## config.mk

```make
export PLATFORM = sky130hd
export DESIGN_NAME = rc5_block_cipher_flat
export DESIGN_NICKNAME = d
export VERILOG_FILES = /design/src/hdl/rc5_pkg.sv /design/src/hdl/rc5_req_if.sv /design/src/hdl/rc5_rsp_if.sv /design/src/hdl/rc5_front.sv /design/src/hdl/rc5_cmd_queue.sv /design/src/hdl/rc5_back.sv /design/src/hdl/rc5_block_cipher.sv /design/src/flat_wrapper.sv
export SDC_FILE = /design/constraint.sdc
export NUM_CORES = 2
export LEC_CHECK = 0
export ABC_AREA = 0
export BUFFER_PORTS_ARGS = -buffer_cell sky130_fd_sc_hd__buf_2
export CORE_ASPECT_RATIO = 1.4
export CORE_MARGIN = 10
export CORE_UTILIZATION = 50
export DETAILED_ROUTE_END_ITERATION = 12
export GPL_TIMING_DRIVEN = 1
export PLACE_DENSITY = 0.66
export SYNTH_ARGS = -nofsm -noshare
export SYNTH_HDL_FRONTEND = slang
export SYNTH_SLANG_ARGS = --single-unit
```

## constraint.sdc

```tcl
create_clock -name clk_i -period 10.79 [get_ports clk_i]
set_input_delay 2.158 -clock clk_i [delete_from_list [all_inputs] [get_ports clk_i]]
set_output_delay 2.158 -clock clk_i [all_outputs]
set_load 0.005 [all_outputs]
```

## src/hdl/rc5_pkg.sv

```systemverilog
// Shared types, constants and helper functions for the RC5 block cipher.
// No dependencies; the front end, queue, engine, top level and bench refer to it.
package rc5_pkg;

  localparam int ROUNDS_DEF        = 12;
  localparam int MAX_KEY_WORDS_DEF = 16;
  localparam int CMD_QUEUE_DEPTH   = 2;

  localparam logic [31:0] MAGIC_P = 32'hb7e15163;
  localparam logic [31:0] MAGIC_Q = 32'h9e3779b9;
  localparam logic [4:0]  MIX_ROT = 5'd3;

  typedef enum logic [1:0] {
    REQ_KEY   = 2'd0,
    REQ_ENC   = 2'd1,
    REQ_DEC   = 2'd2,
    REQ_SHORT = 2'd3
  } req_type_e;

  typedef enum logic [2:0] {
    OP_KEY_BYTE,
    OP_KEY_LAST,
    OP_ENC,
    OP_DEC,
    OP_SHORT
  } op_e;

  typedef enum logic [1:0] {
    STAT_OK       = 2'd0,
    STAT_NO_KEY   = 2'd1,
    STAT_OVERFLOW = 2'd2
  } status_e;

  typedef enum logic [2:0] {
    BS_IDLE,
    BS_INIT,
    BS_MIX_RD,
    BS_MIX_A,
    BS_MIX_B,
    BS_RUN,
    BS_SHORT,
    BS_DONE
  } back_state_e;

  // One classified command as it travels from the front end to the engine.
  typedef struct packed {
    op_e         op;
    logic [31:0] word_a;
    logic [31:0] word_b;
    logic [7:0]  data_byte;
    logic [2:0]  short_index;
  } cmd_t;

  function automatic logic [31:0] rotl32(input logic [31:0] x, input logic [4:0] n);
    logic [63:0] t;
    t = {x, x} << n;
    return t[63:32];
  endfunction

  function automatic logic [31:0] rotr32(input logic [31:0] x, input logic [4:0] n);
    logic [63:0] t;
    t = {x, x} >> n;
    return t[31:0];
  endfunction

endpackage

```

## src/hdl/rc5_req_if.sv

```systemverilog
// Request channel of the RC5 block cipher: valid/ready plus the request fields.
// No dependencies.
interface rc5_req_if;
  logic        valid;
  logic        ready;
  logic [1:0]  req_type;
  logic [7:0]  key_byte;
  logic        key_last;
  logic [31:0] word_a;
  logic [31:0] word_b;
  logic [7:0]  short_byte;
  logic [2:0]  short_index;

  modport source (
    output valid, req_type, key_byte, key_last, word_a, word_b, short_byte, short_index,
    input  ready
  );

  modport sink (
    input  valid, req_type, key_byte, key_last, word_a, word_b, short_byte, short_index,
    output ready
  );
endinterface

```

## src/hdl/rc5_rsp_if.sv

```systemverilog
// Response channel of the RC5 block cipher: valid/ready plus the result fields.
// No dependencies.
interface rc5_rsp_if;
  logic        valid;
  logic        ready;
  logic [31:0] out_a;
  logic [31:0] out_b;
  logic [7:0]  out_byte;
  logic [1:0]  status;

  modport source (
    output valid, out_a, out_b, out_byte, status,
    input  ready
  );

  modport sink (
    input  valid, out_a, out_b, out_byte, status,
    output ready
  );
endinterface

```

## src/hdl/rc5_front.sv

```systemverilog
// Front end: takes request transfers and turns them into classified commands.
// Depends on rc5_pkg and rc5_req_if.
module rc5_front (
  rc5_req_if.sink        req_i,
  output logic           push_valid_o,
  input  logic           push_ready_i,
  output rc5_pkg::cmd_t  push_cmd_o
);

  always_comb begin
    push_cmd_o             = '0;
    push_cmd_o.word_a      = req_i.word_a;
    push_cmd_o.word_b      = req_i.word_b;
    push_cmd_o.short_index = req_i.short_index;
    unique case (rc5_pkg::req_type_e'(req_i.req_type))
      rc5_pkg::REQ_KEY: begin
        if (req_i.key_last) begin
          push_cmd_o.op = rc5_pkg::OP_KEY_LAST;
        end else begin
          push_cmd_o.op = rc5_pkg::OP_KEY_BYTE;
        end
        push_cmd_o.data_byte = req_i.key_byte;
      end
      rc5_pkg::REQ_ENC: begin
        push_cmd_o.op = rc5_pkg::OP_ENC;
      end
      rc5_pkg::REQ_DEC: begin
        push_cmd_o.op = rc5_pkg::OP_DEC;
      end
      rc5_pkg::REQ_SHORT: begin
        push_cmd_o.op        = rc5_pkg::OP_SHORT;
        push_cmd_o.data_byte = req_i.short_byte;
      end
      default: begin
        push_cmd_o.op = rc5_pkg::OP_ENC;
      end
    endcase
  end

  assign push_valid_o = req_i.valid;
  assign req_i.ready  = push_ready_i;

endmodule

```

## src/hdl/rc5_cmd_queue.sv

```systemverilog
// Short command queue between the front end and the cipher engine.
// Depends on rc5_pkg for the command type and the queue depth.
module rc5_cmd_queue (
  input  logic           clk_i,
  input  logic           rst_ni,
  input  logic           push_valid_i,
  output logic           push_ready_o,
  input  rc5_pkg::cmd_t  push_cmd_i,
  output logic           pop_valid_o,
  input  logic           pop_ready_i,
  output rc5_pkg::cmd_t  pop_cmd_o
);

  localparam int Depth = rc5_pkg::CMD_QUEUE_DEPTH;
  localparam int PtrW  = (Depth > 1) ? $clog2(Depth) : 1;
  localparam int CntW  = $clog2(Depth + 1);

  rc5_pkg::cmd_t entry_q [Depth];
  logic [PtrW-1:0] wr_ptr_q, wr_ptr_d;
  logic [PtrW-1:0] rd_ptr_q, rd_ptr_d;
  logic [CntW-1:0] count_q, count_d;
  logic            push, pop;

  assign push_ready_o = (count_q != CntW'(Depth));
  assign pop_valid_o  = (count_q != '0);
  assign push         = push_valid_i && push_ready_o;
  assign pop          = pop_valid_o && pop_ready_i;
  assign pop_cmd_o    = entry_q[rd_ptr_q];

  always_comb begin
    wr_ptr_d = wr_ptr_q;
    rd_ptr_d = rd_ptr_q;
    count_d  = count_q;
    if (push) begin
      wr_ptr_d = (wr_ptr_q == PtrW'(Depth - 1)) ? '0 : PtrW'(wr_ptr_q + 1'b1);
    end
    if (pop) begin
      rd_ptr_d = (rd_ptr_q == PtrW'(Depth - 1)) ? '0 : PtrW'(rd_ptr_q + 1'b1);
    end
    if (push && !pop) begin
      count_d = CntW'(count_q + 1'b1);
    end else if (pop && !push) begin
      count_d = CntW'(count_q - 1'b1);
    end
  end

  always_ff @(posedge clk_i or negedge rst_ni) begin
    if (!rst_ni) begin
      wr_ptr_q <= '0;
      rd_ptr_q <= '0;
      count_q  <= '0;
    end else begin
      wr_ptr_q <= wr_ptr_d;
      rd_ptr_q <= rd_ptr_d;
      count_q  <= count_d;
    end
  end

  always_ff @(posedge clk_i) begin
    if (push) begin
      entry_q[wr_ptr_q] <= push_cmd_i;
    end
  end

endmodule

```

## src/hdl/rc5_back.sv

```systemverilog
// Cipher engine: key loading, key schedule, block rounds and the short-message path.
// Depends on rc5_pkg and rc5_rsp_if; holds the expanded table and key word memories.
module rc5_back #(
  parameter int ROUNDS        = rc5_pkg::ROUNDS_DEF,
  parameter int MAX_KEY_WORDS = rc5_pkg::MAX_KEY_WORDS_DEF
) (
  input  logic           clk_i,
  input  logic           rst_ni,
  input  logic           cmd_valid_i,
  output logic           cmd_ready_o,
  input  rc5_pkg::cmd_t  cmd_i,
  rc5_rsp_if.source      rsp_o
);

  localparam int TableWords = 2 * ROUNDS + 2;
  localparam int TabAw      = $clog2(TableWords);
  localparam int KeyAw      = (MAX_KEY_WORDS > 1) ? $clog2(MAX_KEY_WORDS) : 1;
  localparam int KeyBytes   = 4 * MAX_KEY_WORDS;
  localparam int CntW       = $clog2(KeyBytes + 1);
  localparam int NlW        = $clog2(MAX_KEY_WORDS + 1);
  localparam int MixMax     = 3 * ((TableWords > MAX_KEY_WORDS) ? TableWords : MAX_KEY_WORDS);
  localparam int StepW      = $clog2(MixMax + 1);
  localparam int IdxW       = (TabAw > 3) ? TabAw + 1 : 4;

  // Memories.
  logic [31:0] tab_mem [TableWords];
  logic [31:0] key_mem [MAX_KEY_WORDS];
  logic [31:0] tab_rdata_q, key_rdata_q;
  logic             tab_we, tab_re, key_we, key_re;
  logic [TabAw-1:0] tab_waddr, tab_raddr;
  logic [KeyAw-1:0] key_waddr, key_raddr;
  logic [31:0]      tab_wdata, key_wdata;

  // Control and datapath registers.
  rc5_pkg::back_state_e state_q, state_d;
  logic              key_valid_q, key_valid_d;
  logic [CntW-1:0]   cnt_q, cnt_d;
  logic [31:0]       acc_q, acc_d;
  logic [31:0]       a_q, a_d, b_q, b_d;
  logic [7:0]        byte_q, byte_d;
  logic [TabAw-1:0]  ti_q, ti_d;
  logic [KeyAw-1:0]  ki_q, ki_d;
  logic [KeyAw-1:0]  kimax_q, kimax_d;
  logic [StepW-1:0]  step_q, step_d;
  logic              dec_q, dec_d;

  logic              rsp_valid_q, rsp_valid_d;
  logic [31:0]       rsp_a_q, rsp_a_d, rsp_b_q, rsp_b_d;
  logic [7:0]        rsp_byte_q, rsp_byte_d;
  rc5_pkg::status_e  rsp_status_q, rsp_status_d;

  logic              slot_free, pop;
  logic              overflow;
  logic [31:0]       acc_new;
  logic [CntW-1:0]   cnt_after;
  logic [CntW:0]     nl_sum;
  logic [NlW-1:0]    nl_new;
  logic [IdxW-1:0]   idx_ext, idx_mod;
  logic [31:0]       mix_sum, ab_sum;
  logic              odd_word, first_pair;

  assign slot_free   = !rsp_valid_q || rsp_o.ready;
  assign cmd_ready_o = (state_q == rc5_pkg::BS_IDLE) && slot_free;
  assign pop         = cmd_valid_i && cmd_ready_o;

  assign overflow   = (cnt_q >= CntW'(KeyBytes));
  assign acc_new    = acc_q | ({24'd0, cmd_i.data_byte} << {cnt_q[1:0], 3'b000});
  assign cnt_after  = overflow ? cnt_q : CntW'(cnt_q + 1'b1);
  assign nl_sum     = {1'b0, cnt_after} + (CntW + 1)'(3);
  assign nl_new     = NlW'(nl_sum >> 2);
  assign idx_ext    = IdxW'(cmd_i.short_index);
  assign idx_mod    = (idx_ext >= IdxW'(TableWords)) ? IdxW'(idx_ext - IdxW'(TableWords))
                                                     : idx_ext;
  assign ab_sum     = a_q + b_q;
  assign odd_word   = ti_q[0];
  assign first_pair = (ti_q[TabAw-1:1] == '0);

  always_comb begin
    state_d      = state_q;
    key_valid_d  = key_valid_q;
    cnt_d        = cnt_q;
    acc_d        = acc_q;
    a_d          = a_q;
    b_d          = b_q;
    byte_d       = byte_q;
    ti_d         = ti_q;
    ki_d         = ki_q;
    kimax_d      = kimax_q;
    step_d       = step_q;
    dec_d        = dec_q;
    rsp_valid_d  = rsp_valid_q && !rsp_o.ready;
    rsp_a_d      = rsp_a_q;
    rsp_b_d      = rsp_b_q;
    rsp_byte_d   = rsp_byte_q;
    rsp_status_d = rsp_status_q;
    tab_we       = 1'b0;
    tab_re       = 1'b0;
    tab_waddr    = ti_q;
    tab_raddr    = ti_q;
    tab_wdata    = a_q;
    key_we       = 1'b0;
    key_re       = 1'b0;
    key_waddr    = ki_q;
    key_raddr    = ki_q;
    key_wdata    = b_q;
    mix_sum      = '0;

    unique case (state_q)
      rc5_pkg::BS_IDLE: begin
        if (pop) begin
          unique case (cmd_i.op)
            rc5_pkg::OP_KEY_BYTE, rc5_pkg::OP_KEY_LAST: begin
              rsp_valid_d  = 1'b1;
              rsp_a_d      = '0;
              rsp_b_d      = '0;
              rsp_byte_d   = '0;
              rsp_status_d = rc5_pkg::STAT_OK;
              if (!overflow) begin
                cnt_d = cnt_after;
                if (cnt_q[1:0] == 2'd3 || cmd_i.op == rc5_pkg::OP_KEY_LAST) begin
                  key_we    = 1'b1;
                  key_waddr = cnt_q[KeyAw+1:2];
                  key_wdata = acc_new;
                  acc_d     = '0;
                end else begin
                  acc_d = acc_new;
                end
              end else begin
                rsp_status_d = rc5_pkg::STAT_OVERFLOW;
              end
              if (cmd_i.op == rc5_pkg::OP_KEY_LAST) begin
                cnt_d   = '0;
                acc_d   = '0;
                a_d     = rc5_pkg::MAGIC_P;
                ti_d    = '0;
                kimax_d = KeyAw'(nl_new - 1'b1);
                step_d  = (int'(nl_new) > TableWords) ? StepW'(3 * int'(nl_new) - 1)
                                                      : StepW'(3 * TableWords - 1);
                state_d = rc5_pkg::BS_INIT;
              end
            end
            rc5_pkg::OP_ENC, rc5_pkg::OP_DEC, rc5_pkg::OP_SHORT: begin
              if (!key_valid_q) begin
                rsp_valid_d  = 1'b1;
                rsp_a_d      = '0;
                rsp_b_d      = '0;
                rsp_byte_d   = '0;
                rsp_status_d = rc5_pkg::STAT_NO_KEY;
              end else if (cmd_i.op == rc5_pkg::OP_SHORT) begin
                a_d       = '0;
                b_d       = '0;
                byte_d    = cmd_i.data_byte;
                tab_re    = 1'b1;
                tab_raddr = idx_mod[TabAw-1:0];
                state_d   = rc5_pkg::BS_SHORT;
              end else begin
                a_d       = cmd_i.word_a;
                b_d       = cmd_i.word_b;
                byte_d    = '0;
                dec_d     = (cmd_i.op == rc5_pkg::OP_DEC);
                ti_d      = (cmd_i.op == rc5_pkg::OP_DEC) ? TabAw'(TableWords - 1) : '0;
                tab_re    = 1'b1;
                tab_raddr = ti_d;
                state_d   = rc5_pkg::BS_RUN;
              end
            end
            default: begin
              state_d = rc5_pkg::BS_IDLE;
            end
          endcase
        end
      end

      rc5_pkg::BS_INIT: begin
        tab_we    = 1'b1;
        tab_waddr = ti_q;
        tab_wdata = a_q;
        if (ti_q == TabAw'(TableWords - 1)) begin
          a_d     = '0;
          b_d     = '0;
          ti_d    = '0;
          ki_d    = '0;
          state_d = rc5_pkg::BS_MIX_RD;
        end else begin
          a_d  = a_q + rc5_pkg::MAGIC_Q;
          ti_d = TabAw'(ti_q + 1'b1);
        end
      end

      rc5_pkg::BS_MIX_RD: begin
        tab_re  = 1'b1;
        key_re  = 1'b1;
        state_d = rc5_pkg::BS_MIX_A;
      end

      rc5_pkg::BS_MIX_A: begin
        mix_sum   = tab_rdata_q + ab_sum;
        a_d       = rc5_pkg::rotl32(mix_sum, rc5_pkg::MIX_ROT);
        tab_we    = 1'b1;
        tab_wdata = a_d;
        state_d   = rc5_pkg::BS_MIX_B;
      end

      rc5_pkg::BS_MIX_B: begin
        mix_sum   = key_rdata_q + ab_sum;
        b_d       = rc5_pkg::rotl32(mix_sum, ab_sum[4:0]);
        key_we    = 1'b1;
        key_wdata = b_d;
        ti_d      = (ti_q == TabAw'(TableWords - 1)) ? '0 : TabAw'(ti_q + 1'b1);
        ki_d      = (ki_q == kimax_q) ? '0 : KeyAw'(ki_q + 1'b1);
        if (step_q == '0) begin
          key_valid_d = 1'b1;
          state_d     = rc5_pkg::BS_IDLE;
        end else begin
          step_d  = StepW'(step_q - 1'b1);
          state_d = rc5_pkg::BS_MIX_RD;
        end
      end

      rc5_pkg::BS_RUN: begin
        // The table word for position ti_q is in tab_rdata_q: even positions
        // update word A, odd positions update word B.
        if (!dec_q) begin
          if (!odd_word) begin
            a_d = first_pair ? a_q + tab_rdata_q
                             : rc5_pkg::rotl32(a_q ^ b_q, b_q[4:0]) + tab_rdata_q;
          end else begin
            b_d = first_pair ? b_q + tab_rdata_q
                             : rc5_pkg::rotl32(b_q ^ a_q, a_q[4:0]) + tab_rdata_q;
          end
          if (ti_q == TabAw'(TableWords - 1)) begin
            state_d = rc5_pkg::BS_DONE;
          end else begin
            ti_d      = TabAw'(ti_q + 1'b1);
            tab_re    = 1'b1;
            tab_raddr = ti_d;
          end
        end else begin
          if (odd_word) begin
            b_d = first_pair ? b_q - tab_rdata_q
                             : rc5_pkg::rotr32(b_q - tab_rdata_q, a_q[4:0]) ^ a_q;
          end else begin
            a_d = first_pair ? a_q - tab_rdata_q
                             : rc5_pkg::rotr32(a_q - tab_rdata_q, b_q[4:0]) ^ b_q;
          end
          if (ti_q == '0) begin
            state_d = rc5_pkg::BS_DONE;
          end else begin
            ti_d      = TabAw'(ti_q - 1'b1);
            tab_re    = 1'b1;
            tab_raddr = ti_d;
          end
        end
      end

      rc5_pkg::BS_SHORT: begin
        byte_d  = byte_q ^ tab_rdata_q[7:0];
        state_d = rc5_pkg::BS_DONE;
      end

      rc5_pkg::BS_DONE: begin
        if (slot_free) begin
          rsp_valid_d  = 1'b1;
          rsp_a_d      = a_q;
          rsp_b_d      = b_q;
          rsp_byte_d   = byte_q;
          rsp_status_d = rc5_pkg::STAT_OK;
          state_d      = rc5_pkg::BS_IDLE;
        end
      end

      default: begin
        state_d = rc5_pkg::BS_IDLE;
      end
    endcase
  end

  always_ff @(posedge clk_i or negedge rst_ni) begin
    if (!rst_ni) begin
      state_q     <= rc5_pkg::BS_IDLE;
      key_valid_q <= 1'b0;
      cnt_q       <= '0;
      acc_q       <= '0;
      rsp_valid_q <= 1'b0;
    end else begin
      state_q     <= state_d;
      key_valid_q <= key_valid_d;
      cnt_q       <= cnt_d;
      acc_q       <= acc_d;
      rsp_valid_q <= rsp_valid_d;
    end
  end

  always_ff @(posedge clk_i) begin
    a_q          <= a_d;
    b_q          <= b_d;
    byte_q       <= byte_d;
    ti_q         <= ti_d;
    ki_q         <= ki_d;
    kimax_q      <= kimax_d;
    step_q       <= step_d;
    dec_q        <= dec_d;
    rsp_a_q      <= rsp_a_d;
    rsp_b_q      <= rsp_b_d;
    rsp_byte_q   <= rsp_byte_d;
    rsp_status_q <= rsp_status_d;
  end

  always_ff @(posedge clk_i) begin
    if (tab_we) begin
      tab_mem[tab_waddr] <= tab_wdata;
    end
    if (tab_re) begin
      tab_rdata_q <= tab_mem[tab_raddr];
    end
  end

  always_ff @(posedge clk_i) begin
    if (key_we) begin
      key_mem[key_waddr] <= key_wdata;
    end
    if (key_re) begin
      key_rdata_q <= key_mem[key_raddr];
    end
  end

  assign rsp_o.valid    = rsp_valid_q;
  assign rsp_o.out_a    = rsp_a_q;
  assign rsp_o.out_b    = rsp_b_q;
  assign rsp_o.out_byte = rsp_byte_q;
  assign rsp_o.status   = rsp_status_q;

`ifndef NO_ASSERTIONS
  a_cnt_bound: assert property (@(posedge clk_i) disable iff (!rst_ni)
    cnt_q <= CntW'(KeyBytes))
    else $error("key byte count beyond key capacity");

  a_key_sticky: assert property (@(posedge clk_i) disable iff (!rst_ni)
    !$fell(key_valid_q))
    else $error("key valid flag dropped");

  a_no_key_clean: assert property (@(posedge clk_i) disable iff (!rst_ni)
    (rsp_valid_q && rsp_status_q == rc5_pkg::STAT_NO_KEY) |->
      (!key_valid_q && rsp_a_q == '0 && rsp_b_q == '0 && rsp_byte_q == '0))
    else $error("no-key response with a key loaded or nonzero data");

  a_ki_bound: assert property (@(posedge clk_i) disable iff (!rst_ni)
    (state_q == rc5_pkg::BS_MIX_RD || state_q == rc5_pkg::BS_MIX_A ||
     state_q == rc5_pkg::BS_MIX_B) |-> (ki_q <= kimax_q))
    else $error("key word index past the loaded key length");
`endif

endmodule

```

## src/hdl/rc5_block_cipher.sv

```systemverilog
// Top level of the RC5-32 block cipher: front end, command queue and engine.
// Depends on rc5_pkg, rc5_req_if, rc5_rsp_if, rc5_front, rc5_cmd_queue, rc5_back.
//
//   Channel | Direction | Carries
//   --------+-----------+--------------------------------------------------------
//   req_i   | in        | key byte, encrypt block, decrypt block, short-message byte
//   rsp_o   | out       | result words, result byte and status, one per request
//
// Block rounds are paced by the single read port of the expanded table: one
// half-round is done per table word. A short-message byte takes a table read, an
// XOR step and the response state; a plain key byte is done in the idle state.
// The final key byte starts the schedule: the table is seeded, then each of
// 3*max(2*ROUNDS+2, key words) mixing steps reads, updates A, then updates B.
// Reset clears only control state; there is no clearing pass. The two-entry
// queue keeps accepting requests until full while the engine works or waits on
// a stalled response; the engine takes no new command while a response waits.
module rc5_block_cipher #(
  parameter int ROUNDS        = rc5_pkg::ROUNDS_DEF,
  parameter int MAX_KEY_WORDS = rc5_pkg::MAX_KEY_WORDS_DEF
) (
  input  logic   clk_i,
  input  logic   rst_ni,
  rc5_req_if.sink   req_i,
  rc5_rsp_if.source rsp_o
);

  // Commands classified by the front end, before and after the queue.
  logic          push_valid, push_ready;
  rc5_pkg::cmd_t push_cmd;
  logic          pop_valid, pop_ready;
  rc5_pkg::cmd_t pop_cmd;

  // The front end decodes the request type into a command, folding the last-byte
  // flag into the command code and merging the two byte fields into one.
  rc5_front u_front (
    .req_i        (req_i),
    .push_valid_o (push_valid),
    .push_ready_i (push_ready),
    .push_cmd_o   (push_cmd)
  );

  // The queue decouples request transfers from the engine, so key bytes and
  // blocks can still arrive while the key schedule or a block is running.
  rc5_cmd_queue u_queue (
    .clk_i        (clk_i),
    .rst_ni       (rst_ni),
    .push_valid_i (push_valid),
    .push_ready_o (push_ready),
    .push_cmd_i   (push_cmd),
    .pop_valid_o  (pop_valid),
    .pop_ready_i  (pop_ready),
    .pop_cmd_o    (pop_cmd)
  );

  // The engine executes commands strictly in order and owns all key state.
  rc5_back #(
    .ROUNDS        (ROUNDS),
    .MAX_KEY_WORDS (MAX_KEY_WORDS)
  ) u_back (
    .clk_i       (clk_i),
    .rst_ni      (rst_ni),
    .cmd_valid_i (pop_valid),
    .cmd_ready_o (pop_ready),
    .cmd_i       (pop_cmd),
    .rsp_o       (rsp_o)
  );

endmodule

```

## src/flat_wrapper.sv

```systemverilog
// flat-port wrapper written by rule: the top's interface ports become plain ports
module rc5_block_cipher_flat 
#(
  parameter int ROUNDS        = rc5_pkg::ROUNDS_DEF,
  parameter int MAX_KEY_WORDS = rc5_pkg::MAX_KEY_WORDS_DEF
)
  (clk_i, rst_ni, req_i_valid, req_i_req_type, req_i_key_byte, req_i_key_last, req_i_word_a, req_i_word_b, req_i_short_byte, req_i_short_index, req_i_ready, rsp_o_valid, rsp_o_out_a, rsp_o_out_b, rsp_o_out_byte, rsp_o_status, rsp_o_ready);
  rc5_req_if req_i_i ();
  rc5_rsp_if rsp_o_i ();
  input  logic clk_i;
  input  logic rst_ni;
  input wire logic [$bits(req_i_i.valid)-1:0] req_i_valid;
  input wire logic [$bits(req_i_i.req_type)-1:0] req_i_req_type;
  input wire logic [$bits(req_i_i.key_byte)-1:0] req_i_key_byte;
  input wire logic [$bits(req_i_i.key_last)-1:0] req_i_key_last;
  input wire logic [$bits(req_i_i.word_a)-1:0] req_i_word_a;
  input wire logic [$bits(req_i_i.word_b)-1:0] req_i_word_b;
  input wire logic [$bits(req_i_i.short_byte)-1:0] req_i_short_byte;
  input wire logic [$bits(req_i_i.short_index)-1:0] req_i_short_index;
  output wire logic [$bits(req_i_i.ready)-1:0] req_i_ready;
  output wire logic [$bits(rsp_o_i.valid)-1:0] rsp_o_valid;
  output wire logic [$bits(rsp_o_i.out_a)-1:0] rsp_o_out_a;
  output wire logic [$bits(rsp_o_i.out_b)-1:0] rsp_o_out_b;
  output wire logic [$bits(rsp_o_i.out_byte)-1:0] rsp_o_out_byte;
  output wire logic [$bits(rsp_o_i.status)-1:0] rsp_o_status;
  input wire logic [$bits(rsp_o_i.ready)-1:0] rsp_o_ready;
  assign req_i_i.valid = req_i_valid;
  assign req_i_i.req_type = req_i_req_type;
  assign req_i_i.key_byte = req_i_key_byte;
  assign req_i_i.key_last = req_i_key_last;
  assign req_i_i.word_a = req_i_word_a;
  assign req_i_i.word_b = req_i_word_b;
  assign req_i_i.short_byte = req_i_short_byte;
  assign req_i_i.short_index = req_i_short_index;
  assign req_i_ready = req_i_i.ready;
  assign rsp_o_valid = rsp_o_i.valid;
  assign rsp_o_out_a = rsp_o_i.out_a;
  assign rsp_o_out_b = rsp_o_i.out_b;
  assign rsp_o_out_byte = rsp_o_i.out_byte;
  assign rsp_o_status = rsp_o_i.status;
  assign rsp_o_i.ready = rsp_o_ready;
  rc5_block_cipher #(.ROUNDS(ROUNDS), .MAX_KEY_WORDS(MAX_KEY_WORDS)) u_core (.clk_i(clk_i), .rst_ni(rst_ni), .req_i(req_i_i), .rsp_o(rsp_o_i));
endmodule
```

After elaboration in Yosys (flattened, before gate mapping) --
Memory sizes are Yosys's and may differ from the RTL's. A register that Yosys moved wholly into a read port is not among the register bits. Index checks and enable logic that the tools add are counted.
Cells by class: reductions and logical operators 43, magnitude comparators 3, mux-type cells 133, shifts and indexed selects 6, eq/ne operators 36, add/sub/neg operators 23, $mul 1, bitwise gates (word level) 6
Operators by type and width (number):
- $mux W32 | 32
- $pmux W32 S2 | 5
- $pmux W32 S4 | 2
- $add A32 B32 Y32 | 7
- $shl A64 B5 Y64 | 3
- $shr A64 B5 Y32 | 2
- $xor A32 B32 Y32 | 3
- $mux W5 | 14
- $pmux W8 S2 | 4
- $sub A32 B32 Y32 | 2
- $mux W7 | 8
- $mux W8 | 7
- $add A32 B32 Y32 const B | 1
- $or A32 B32 Y32 | 1
- $shl A8 B5 Y32 | 1
- $mux W4 | 7
- $mux W1 | 24
- $mux W3 | 8
- $pmux W3 S8 | 1
- $pmux W5 S2 | 2
- $ne A3 B3 Y1 const B | 6
- $reduce_and A6 Y1 | 3
- $mux W2 | 8
- $eq A3 B3 Y1 const B | 5
- 51 further kinds | 95
Storage, ports and cells: output and inout bits 76, memories 3, flip-flop bits (word level) 215, logic and storage cells 274, RAM bits 1500, input port bits 90
Memory list:
- u_core.u_back.tab_mem | depth 26, bits a word 32, rd ports 1, clocked after Yosys merged registers in 1, wr ports 1, line rc5_back.sv:26 | logic [31:0] tab_mem [TableWords];
- u_core.u_back.key_mem | depth 16, bits a word 32, rd ports 1, clocked after Yosys merged registers in 1, wr ports 1, line rc5_back.sv:27 | logic [31:0] key_mem [MAX_KEY_WORDS];
- u_core.u_queue.entry_q | depth 2, bits a word 78, rd ports 1, clocked after Yosys merged registers in 0, wr ports 1, line rc5_cmd_queue.sv:18 | rc5_pkg::cmd_t entry_q [Depth];

Longest topological paths before layout --
depth after elaboration 10, depth in mapped cells 32, depth with buffers taken out 28

Modules after synthesis --
From an unflattened synthesis, not the netlist that was laid out.
Unflattened totals: cell total of the unflattened synthesis 8751, area total of the unflattened synthesis 98889.8 um2
Modules (own cells, without submodules):
- rc5_back | times used 1, cells each 8394, area each 92276.0 um2, seq. area each 48396.4 um2
- rc5_cmd_queue | times used 1, cells each 261, area each 5858.1 um2, seq. area each 4784.6 um2
- rc5_front | times used 1, cells each 96, area each 755.7 um2, seq. area each 0.0 um2

Worst setup path after synthesis --
OpenSTA, ideal clock, no wires.
path kind reg2reg, start reg u_core.u_back.a_q[1], end mem u_core.u_back.key_mem[0][10] (data pin), path slack 3.240 ns, stages on the path, launching flop included 32, period minus slack after synthesis 7.550 ns, library setup time 0.386 ns, required time 10.404 ns, buffers on the path 5, arrival 7.164 ns, path through edfxtp_1 > clkbuf_1 > clkinv_1 > buf_1 > clkbuf_1 > clkbuf_1 > fa_1 > nand2b_1 > a21oi_1 > o21ai_0 > a21oi_1 > o21ai_0 > a21oi_1 > o21a_1 > o21ai_0 > a21oi_1 > o31ai_1 > nor3b_1 > a311o_1 > ha_1 > clkbuf_1 > a21oi_1 > o21bai_1 > a221o_1 > or4_1 > and3_1 > a22o_1 > nor3_1 > a21o_1 > a21oi_1 > a221oi_1 > o21ai_0
On the way: cells in the longest elaborated chain, start to end 4
RTL lines:
- start, declared | line rc5_back.sv:39 | logic [31:0] a_q, a_d, b_q, b_d;
- start signal, assigned | line rc5_back.sv:295 | a_q <= a_d;
- $add A32 B32 Y32 * | line rc5_back.sv:74 | assign ab_sum = a_q + b_q;
- $add A32 B32 Y32 | line rc5_back.sv:205 | mix_sum = key_rdata_q + ab_sum;
- $shl A64 B5 Y64 * | line rc5_pkg.sv:56 | t = {x, x} << n;
- $pmux W32 S2 * | line rc5_back.sv:108 | unique case (state_q)
- net u_core.u_back.key_wdata[10] | line rc5_back.sv:32 | logic [31:0] tab_wdata, key_wdata;
- end, declared | line rc5_back.sv:27
Mark *: on every way through the listed nets, which the timed path passes. The rest lies on a longest branch.

Worst setup path after layout --
start reg u_core.u_back.b_q[0], end mem u_core.u_back.key_mem[10][23] (data pin)
On the way: cells in the longest elaborated chain, start to end 4
RTL lines:
- start, declared | line rc5_back.sv:39
- start signal, assigned | line rc5_back.sv:296 | b_q <= b_d;
- $add A32 B32 Y32 * | line rc5_back.sv:74
- $add A32 B32 Y32 | line rc5_back.sv:205
- $shl A64 B5 Y64 * | line rc5_pkg.sv:56
- $pmux W32 S2 * | line rc5_back.sv:108
- net u_core.u_back.key_wdata[23] | line rc5_back.sv:32
Marks and branches as above.

==> impl_metrics.env <==
export IMPL_status="finished, violations left"
export IMPL_violations="capacitance limit, slew limit"
export IMPL_setup_viol=0
export IMPL_die_area_sq_mm=0.215
export IMPL_avgRoutedWirePerCell_um=35.9
export IMPL_die_h_um=545
export IMPL_drtIter0Drc=11600
export IMPL_fin_crit_ps=9120
export IMPL_crit_required_ps=11200
export IMPL_cp_max_fo=32
export IMPL_grt_pass1_wl_mm=565
export IMPL_fin_crit_sh_pct=84.5
export IMPL_grt_usage_pct=36.9
export IMPL_grt_remaining_overflow=0
export IMPL_dp_hpwl_mm=277
export IMPL_maxCapViolCount=3
export IMPL_synthFlopType="edfxtp_1"
export IMPL_vias=78700
export IMPL_grt_max_degree=185
export IMPL_setup_tns_ps=0
export IMPL_cts_sinks=1779
export IMPL_cts_resized_gates=0
export IMPL_syn_area_sq_mm=0.0984
export IMPL_synth_edf_count=1731
export IMPL_clk_pin_slew_ps=60
export IMPL_cts_buffers=173
export IMPL_max_clock_freq_mhz=110
export IMPL_hold_violations=0
export IMPL_start_kind="flip-flop"
export IMPL_ff2ff_setup_slack_ps=1670
export IMPL_clk_path_buf_depth=4
export IMPL_synth_seq_cells=1779
export IMPL_wl_mm=410
export IMPL_clockRootBuffer="clkbuf_16"
export IMPL_port_buffers=165
export IMPL_max_slew_margin_rel_pct=-9.34
export IMPL_drive_above_1_share_pct=13.4
export IMPL_post_cts_setup_buffers=0
export IMPL_hold_path_class="flip-flop to flip-flop"
export IMPL_worst_slew_pin_slew_ps=1630
export IMPL_async_reset_ff_share_pct=2.70
export IMPL_drt_drc_violations_left=0
export IMPL_htreeDepth=4
export IMPL_synth_avg_cell_area_sq_um=11.4
export IMPL_arrival_ps=9530
export IMPL_grt_pass1_vias=72900
export IMPL_via_per_inst=6.91
export IMPL_yosysSeqAreaShare_pct=54.1
export IMPL_antenna_found_initial=62
export IMPL_critPathKind="flip-flop to flip-flop"
export IMPL_drt_first_pass_iters=9
export IMPL_clk_latency_ps=850
export IMPL_ios=166
export IMPL_core_area_sq_mm=0.196
export IMPL_end_kind="flip-flop"
export IMPL_die_x_um=395
export IMPL_antenna_left=0
export IMPL_cts_tree="built"
export IMPL_gp_congestion=1.11
export IMPL_clock_skew_ps=79.8
export IMPL_fp_row_count=192
export IMPL_slew_viol_final=8
export IMPL_ff_latch_area_sq_mm=0.0532
export IMPL_cts_hold_buf=0
export IMPL_yosysUniqueCellTypes=109
export IMPL_synth_warning_count=0
export IMPL_final_nets=8960
export IMPL_initial_utilization_pct=50.3
export IMPL_multiInputGateArea_sq_mm=0.0428
export IMPL_synthCells=8619
export IMPL_fillers=16600
export IMPL_syn_nets=8968
export IMPL_areaGrowthSynthToFinish_pct=9.84
export IMPL_rsz0062_at_grt="no"
-- cells by family (layout without fill, tap and decap cells) --
group           Yosys count  after routing  synth area share [%]
compound gates         2116           2116                  14.7
other cells               0             43                     0
simple gates           2847           2847                  13.1
xor+xnor                266            266                  2.38
flops                  1779           1779                  54.1
mux                     604            604                  9.48
buf+inv                 748            862                  2.93
fa+ha+maj               259            259                  3.36
-- cells in the mapped netlist (75+ instances only) --
library cell  count  area share [%]
o211ai_1         88            0.67
nand2_1        1350             5.2
nand3_1         249             1.3
o21ai_0         357             1.8
xor2_1          100            0.89
clkbuf_1        461             1.8
mux2_2          118             1.4
a311oi_1        111            0.99
nor3_1          138            0.70
a211oi_1        167             1.3
a31oi_1         150            0.95
o21a_1           75            0.57
nor2_1          483             1.8
buf_1            97            0.37
ha_1            251             3.2
and3_1          187             1.2
xnor2_1         165             1.5
and2_1          138            0.88
mux4_2          247             5.7
mux2i_1         235             2.4
edfxtp_1       1731              53
inv_1           140            0.53
a21o_1          172             1.3
a21oi_1         458             2.3
-- area by class of cell --
cell class              count  share of cell area (%)
flip-flops and latches   1779                    49.2
clock inverters            88                   0.717
repair buffers            417                    2.62
multi-input cells        6092                    39.6
well taps                2619                    3.03
diodes                     43                  0.0996
clock buffers             209                    4.15
inverters                 148                   0.514
-- stage by stage --
step                      setup slack (ps)  hold slack, ps  instance area (sq um)  utilization, %  std cells
after CTS                             2130             481                 108000            55.2      11400
after detailed placement              2140             467                 103000            52.5      11100
after floorplan                       3240             449                  98400               -       8619
final                                 1670             478                 108000            55.3      11400
after global placement                2090             460                 103000            52.5      11100
after global routing                  1460             498                 108000            55.2      11400
-- state kept, by name, summed over array words and instances (netlist names), 3 cells and up --
signal                        count
u_core.u_back.acc_q              32
u_core.u_back.rsp_o.out_a        32
u_core.u_back.tab_mem           832
u_core.u_back.step_q              7
u_core.u_back.state_q             3
u_core.u_back.key_mem           512
u_core.u_back.rsp_o.out_b        32
u_core.u_back.key_rdata_q        32
u_core.u_back.rsp_o.out_byte      8
u_core.u_back.key_raddr           4
u_core.u_back.tab_rdata_q        32
u_core.u_back.kimax_q             4
u_core.u_back.byte_q              8
u_core.u_queue.entry_q          156
u_core.u_back.cnt_q               7
u_core.u_back.a_q                32
u_core.u_back.b_q                32
u_core.u_back.tab_waddr           5
-- layout by cell type (no fill, tap or decap), types with 165 or more instances in the layout --
cell type / n
clkbuf_16: 174
buf_2: 165
nand3_1: 248
buf_4: 242
nor2_1: 432
edfxtp_1: 1731
nand2_1: 1347
o21ai_0: 339
a21oi_1: 455
mux4_2: 247
and3_1: 185
ha_1: 251
mux2i_1: 235
a21o_1: 172
a211oi_1: 166
-- per-layer routing --
metal | global-route usage (%) | part of all wire, %
met5 | 0 | 0.065
met4 | 29.1 | 9.5
met3 | 10.1 | 11
met2 | 55.2 | 44
met1 | 45.2 | 36
-- worst max-delay path, stage by stage, from the launching register on --
cell	delay, ps
edfxtp_1	370
buf_4	280
ha_1	290
inv_1	80
fa_2	260
nand2b_1	160
a21oi_1	90
o21ai_0	230
a21oi_1	140
o21ai_0	300
a21oi_1	150
o21a_1	230
o21ai_0	360
a21oi_1	190
o31ai_1	350
a21boi_1	980
ha_1	460
nand2_1	280
o21ai_0	230
o41ai_1	950
nor3_1	210
a211o_1	340
a41oi_1	420
nor2_1	100
o21ai_0	620
o21ai_1	560
-- final timing paths --
check	cells after the start	start	end
worst min-delay path	2	u_core.u_back.acc_q[6]$_DFFE_PN0P_	u_core.u_back.acc_q[6]$_DFFE_PN0P_
worst max-delay path	25	u_core.u_back.b_q[0]$_DFFE_PP_	u_core.u_back.key_mem[10][23]$_DFFE_PP_
min in group asynchronous	2	rst_ni	u_core.u_back.rsp_o.valid$_DFF_PN0_
worst max register to register	25	u_core.u_back.b_q[0]$_DFFE_PP_	u_core.u_back.key_mem[10][23]$_DFFE_PP_
max in group asynchronous	2	rst_ni	u_core.u_queue.rd_ptr_q$_DFFE_PN0P_
worst min register to register	2	u_core.u_back.acc_q[6]$_DFFE_PN0P_	u_core.u_back.acc_q[6]$_DFFE_PN0P_
Power is not shown: default switching activity piles up to over one toggle a cycle in this logic, so the estimate is an artifact.
